[src/hdl/key_set_table_core_defines.svh]
// ----------------------------------------------------------------------------
// key_set_table_core_defines
// assertion macros for the key set table rtl
// ----------------------------------------------------------------------------
`ifndef KEY_SET_TABLE_CORE_DEFINES_SVH
`define KEY_SET_TABLE_CORE_DEFINES_SVH

// same-cycle implication, disabled during reset
`define KST_ASSERT_NOW(label, clk, rst, ante, cons, msg) \
   label: assert property (@(posedge clk) disable iff (rst) (ante) |-> (cons)) \
      else $error(msg);

// next-cycle implication, disabled during reset
`define KST_ASSERT_NEXT(label, clk, rst, ante, cons, msg) \
   label: assert property (@(posedge clk) disable iff (rst) (ante) |=> (cons)) \
      else $error(msg);

`endif

[src/hdl/kst_pkg.sv]
// ----------------------------------------------------------------------------
// kst_pkg
// types, codes and defaults for the key set table
// ----------------------------------------------------------------------------
package kst_pkg;

   localparam int CAPACITY_DEF = 64;
   localparam int KEY_BITS_DEF = 48;

   localparam int MODE_BITS   = 2;
   localparam int STATUS_BITS = 2;
   localparam int COUNT_BITS  = 7;

   localparam logic [MODE_BITS-1:0] MODE_ADD    = 2'd0;
   localparam logic [MODE_BITS-1:0] MODE_REMOVE = 2'd1;
   localparam logic [MODE_BITS-1:0] MODE_QUERY  = 2'd2;

   localparam logic [STATUS_BITS-1:0] STATUS_OK  = 2'd0;
   localparam logic [STATUS_BITS-1:0] STATUS_ERR = 2'd1;
   localparam logic [STATUS_BITS-1:0] STATUS_YES = 2'd2;
   localparam logic [STATUS_BITS-1:0] STATUS_NO  = 2'd3;

   typedef enum logic {
      STATE_IDLE,
      STATE_SEARCH
   } state_type;

   // search token passed from cell to cell
   typedef struct packed {
      logic active;
      logic found;
      logic placed;
   } wave_type;

   // operation broadcast to every cell
   typedef struct packed {
      logic do_add;
      logic do_remove;
   } cmd_type;

endpackage

[src/hdl/kst_cell.sv]
// ----------------------------------------------------------------------------
// kst_cell
// one table slot: holds a key and its valid bit, handles the passing token
// ----------------------------------------------------------------------------
module kst_cell #(
   parameter int KEY_BITS = kst_pkg::KEY_BITS_DEF
) (
   input  logic                clock,
   input  logic                reset,
   input  kst_pkg::cmd_type    cmd,
   input  logic [KEY_BITS-1:0] req_key,
   input  kst_pkg::wave_type   wave_prev,
   input  logic [KEY_BITS-1:0] next_key,
   input  logic                next_valid,
   output kst_pkg::wave_type   wave_next,
   output logic [KEY_BITS-1:0] cell_key,
   output logic                cell_valid
);

   logic [KEY_BITS-1:0] key_ff, key_in;
   logic                valid_ff, valid_in;
   kst_pkg::wave_type   wave_ff, wave_in;
   logic                match;
   logic                hit;
   logic                take_add;
   logic                take_shift;

   always_comb begin
      match      = valid_ff && (key_ff == req_key);
      hit        = wave_prev.found || match;
      // entries are packed low, so the first empty slot sees the final found flag
      take_add   = wave_prev.active && cmd.do_add && !valid_ff &&
                   !wave_prev.found && !wave_prev.placed;
      take_shift = wave_prev.active && cmd.do_remove && hit;

      key_in   = key_ff;
      valid_in = valid_ff;
      if (take_add) begin
         key_in   = req_key;
         valid_in = 1'b1;
      end else if (take_shift) begin
         key_in   = next_key;
         valid_in = next_valid;
      end

      wave_in.active = wave_prev.active;
      wave_in.found  = wave_prev.active && hit;
      wave_in.placed = wave_prev.active && (wave_prev.placed || take_add);
   end

   always_ff @(posedge clock) begin
      if (reset) begin
         valid_ff <= 1'b0;
         wave_ff  <= '0;
      end else begin
         valid_ff <= valid_in;
         wave_ff  <= wave_in;
      end
   end

   always_ff @(posedge clock) begin
      key_ff <= key_in;
   end

   assign wave_next  = wave_ff;
   assign cell_key   = key_ff;
   assign cell_valid = valid_ff;

endmodule

[config.mk]
export PLATFORM = sky130hd
export DESIGN_NAME = kst_cell
export DESIGN_NICKNAME = d
export VERILOG_FILES = /design/src/hdl/key_set_table_core_defines.svh /design/src/hdl/kst_pkg.sv /design/src/hdl/kst_cell.sv
export SDC_FILE = /design/constraint.sdc
export NUM_CORES = 1
export LEC_CHECK = 0
export ABC_AREA = 1
export BUFFER_PORTS_ARGS = -buffer_cell sky130_fd_sc_hd__buf_4
export CAP_MARGIN = 20
export CORE_MARGIN = 1.5
export CORE_UTILIZATION = 35
export CTS_CLUSTER_SIZE = 12
export DETAILED_ROUTE_END_ITERATION = 7
export PLACE_DENSITY_LB_ADDON = 0.12
export SETUP_SLACK_MARGIN = 0.2
export SYNTH_ARGS = -nofsm -noshare
export SYNTH_HDL_FRONTEND = slang
export SYNTH_SLANG_ARGS = --single-unit
[constraint.sdc]
create_clock -name clock -period 5.4 [get_ports clock]
set_input_delay 1.62 -clock clock [delete_from_list [all_inputs] [get_ports clock]]
set_output_delay 1.62 -clock clock [all_outputs]
set_load 0.01 [all_outputs]
* Yosys cells after proc, flatten, opt, wreduce, memory -nomap -nowiden *
Cells that the tools add are included.

operators by class
  add/sub/neg operators = 0
  multiply operators = 0
  div/mod/pow operators = 0
  order comparisons = 0
  equal/unequal tests = 1
  shifts and indexed selects = 0
  muxes and demuxes = 4
  bitwise logic cells = 0
  reduce and logical (&&, ||, !) cells = 15

operators with widths
  operator              number
  48-bit two-way mux    2
  48-bit equality test  1
  1-bit logical AND     9
  1-bit zero test       3
  1-bit logical OR      2
  1-bit two-way mux     2
  2-bit nonzero test    1

storage, ports and cells
  flip-flop bits (word level) = 52
  bits in latches = 0
  memory bits (writable) = 0
  ROM bits = 0
  bits of input ports = 104
  output and inout port bits = 52
  word-level logic and storage cells = 25
  memories = 0

* Longest topological paths before layout *
  depth in word-level cells = 6
  depth in mapped cells = 14
  mapped depth without buffers = 14

* Worst setup path after synthesis *
OpenSTA, ideal clock, no wires.

  path kind = input port to flip-flop
  start point = input port req_key[17]
  end point = register key_ff[0], in the netlist cell_key[0] (enable)
  library setup time = 0.370 ns
  arrival = 2.646 ns
  required time = 5.030 ns
  slack = 2.385 ns
  stages = 12
  path buffers = 0
  cell sequence = inv_1 nand2_1 nand2_1 nor2_1 nand2_1 nor2_1 nand2_1 nor2_1 nand2_1 nand2_2 nand2_4 nand2_4

on the way
  cells in the longest elaborated chain, start to end = 5

ends and longest elaborated chain
  item                                 line            text
  start, declared                      kst_cell.sv:11  input logic [KEY_BITS-1:0] req_key,
  48-bit equality test                 kst_cell.sv:29  match = valid_ff && (key_ff == req_key);
  1-bit logical AND                    kst_cell.sv:29
  1-bit logical OR                     kst_cell.sv:30  hit = wave_prev.found || match;
  1-bit logical AND                    kst_cell.sv:34  take_shift = wave_prev.active && cmd.do_remove && hit;
  2-bit nonzero test (no source line)  -
  end signal, assigned                 kst_cell.sv:62  key_ff <= key_in;
  end, declared                        kst_cell.sv:20  logic [KEY_BITS-1:0] key_ff, key_in;

Every way passes these cells.
A chain may end at the register's enable or synchronous reset.

* Worst setup path in the final report *
  start point = input port req_key[35]
  end point = register key_ff[24], in the netlist cell_key[24] (enable)

Same word-level chain as after synthesis.

==> results.cfg <==
[clocking]
clkLatencyLatePin_ns = 0.30
clk_pin_slew_worst_paths_ns = 0.10
postCtsSetupRepairBufs = 0
postCtsHoldBufs = 0
cts_tree = yes
numCtsBuffers = 5
ctsResizeCount = 0
cts_max_level = 2
clock_path_buffers = 2
clkSinkCount = 52
ctsRootBufferMaster = clkbuf_8

[run_status]
outcome = finished clean

[placement]
dp_hpwl_um = 6340
portBuffers = 155
placed_cell_area_um2 = 4320
finalWeightedCongestion = 0.779

[synthesis]
synth_top_area_cell = edfxtp_1
synth_area_leaders = edfxtp_1 (47%), nand2_1 (19%), inv_1 (8.2%)
ys.flop_type = edfxtp_1
synth_top_area_share_pct = 47.1
yosysSeqAreaShare_pct = 49.7
ys_warn_count = 0
synth_edf_count = 48
yosys.cell_types.count = 22
syn_area_um2 = 3060
synth_fp_nets = 501
ys_seq_elements = 52
syn_inst = 397
async_reset_ff_share_pct = 0
avgSynthCellArea_um2 = 7.71

[route]
drtIter0Drc = 103
antenna_left = 0
wirelength_um = 8160
wl_per_cell_um = 12.4
vias_per_cell = 4.46
dr.pass1.iters = 4
drc = 0
via_count = 2929

[timing]
finalSetupViolCount = 0
rsz0062_at_grt = no
tightest_slew_ns = 0.686
clock_skew_ns = 0.00500
setup_tns_ns = 0
drv_slew = 0
fin_crit_ns = 3.22
final_hold_viol_count = 0
relSlewSlack_pct = 54.2
fin_crit_sh_pct = 59.7
fmaxAchievable_mhz = 310

[power_and_ir_drop]
p_per_area_nw_per_um2 = 210
finalPower_mw = 0.930
ir_worst_vdd_mv = 0.0972
leakage_nw = 2.35

[grt]
antenna_found_initial = 0
grtUsageTotal_pct = 17.0
grt_pass1_wl_um = 12100
first_global_vias = 2710
grt_max_degree = 50
overflow = 0

[floorplan]
initial_core_util_pct = 36.7
die_y_um = 96.5
die_area_um2 = 9310
die_w_um = 96.5
num_rows = 33
num_io_pins = 156
fp.coreArea_um2 = 8340

[cells_and_area]
final_cell_mix = nand2_1 (157), buf_4 (156), inv_1 (67)
layout-drive-gt1-share_pct = 33.9
final_common_cell = nand2_1
area_growth_pct = 44.9
final_nets = 655
seqCellArea_um2 = 1520
design_area_um2 = 4430
multi_input_area_um2 = 1230
fillers = 838
antenna_cells = 0

[critical_path]
arrival_ns = 3.16
required_ns = 5.34
start_kind = input port
critPathCaptureType = register
cp_max_fo = 49
critPathKind = in -> reg

[hold_path]
hold_class = reg -> reg

[flow_run]
drv_cap = 0
state kept, by name, summed over array words and instances, names as in the netlist:
| signal | count |
|---|---|
| wave_next | 3 |
| cell_key | 48 |
| cell_valid | 1 |
per-layer routing:
layer / global-route usage (%) / vias up / routed length (µm)
met3: 5.71 / 4 / 794
met2: 28.1 / 112 / 3750
met1: 21.7 / 1282 / 3570
li1: - / 1531 / -
met5: 0 / - / 0
met4: 3.38 / 0 / 42
power by group:
| part | internal, mW | switching (mW) | total, mW |
|---|---|---|---|
| clock | 0.138 | 0.131 | 0.269 |
| sequential | 0.464 | 0.0125 | 0.476 |
| combinational | 0.0999 | 0.0858 | 0.186 |
worst max-delay path, stage by stage:
cell and delay, ns:
buf_4 0.08, inv_1 0.05, nand2_1 0.07, nand2_1 0.08, nor2_1 0.11, nand2_1 0.05, nor2_1 0.14, nand2_1 0.11
nor2_1 0.10, nand2_1 0.07, nand2_2 0.09, nand2_4 0.06, nand2_4 0.51
cell usage after synthesis, types with 2 or more instances:
library cell,n
dfxtp_1,4
nand2_4,2
o21ai_0,37
clkbuf_1,4
buf_2,4
xor2_1,3
nand2_2,2
xnor2_1,6
o22ai_1,3
edfxtp_1,48
inv_2,6
nor2_1,32
nand2_1,157
mux2_2,12
o21ai_1,2
nand3_1,3
inv_1,67
worst paths after layout:
| path | start | to | slack (ns) | cells after the start |
|---|---|---|---|---|
| max reg2reg | cell_key[11] | cell_key[24] | 3.18 | 11 |
| min | cell_valid | cell_valid | 0.56 | 2 |
| max | req_key[35] | cell_key[24] | 2.18 | 13 |
| min reg2reg | cell_valid | cell_valid | 0.56 | 2 |
cells by family after synthesis:
logic type / Yosys count / synth area share (%)
buffers and inverters: 82 / 10.5
multiplexers: 12 / 4.42
AO/OA/AOI/OAI: 44 / 7.44
XOR/XNOR: 9 / 2.58
AND/OR/NAND/NOR: 198 / 25.4
flip-flops: 52 / 49.7
area by class of cell:
cell class                      count  share of cell area [%]
Sequential cell                    52                    34.3
Multi-Input combinational cell    263                    27.7
Timing Repair Buffer              156                    26.4
Inverter                           73                    6.18
Tap cell                          105                    2.96
Clock buffer                        6                    1.64
Clock inverter                      2                   0.791
through the flow:
| stage | hold slack (ns) | util (%) | cells | worst slack [ns] |
|---|---|---|---|---|
| 3_3_place_gp | 0.538 | 51.8 | 649 | 1.87 |
| 6_report | 0.562 | 53.1 | 657 | 2.18 |
| 4_1_cts | 0.554 | 53.1 | 657 | 2.14 |
| 2_1_floorplan | 0.537 | - | 397 | 2.38 |
| 5_1_grt | 0.602 | 53.1 | 657 | 2.01 |
| 3_5_place_dp | 0.537 | 51.8 | 649 | 1.85 |
No activity file was read; power rests on OpenSTA's default activity.
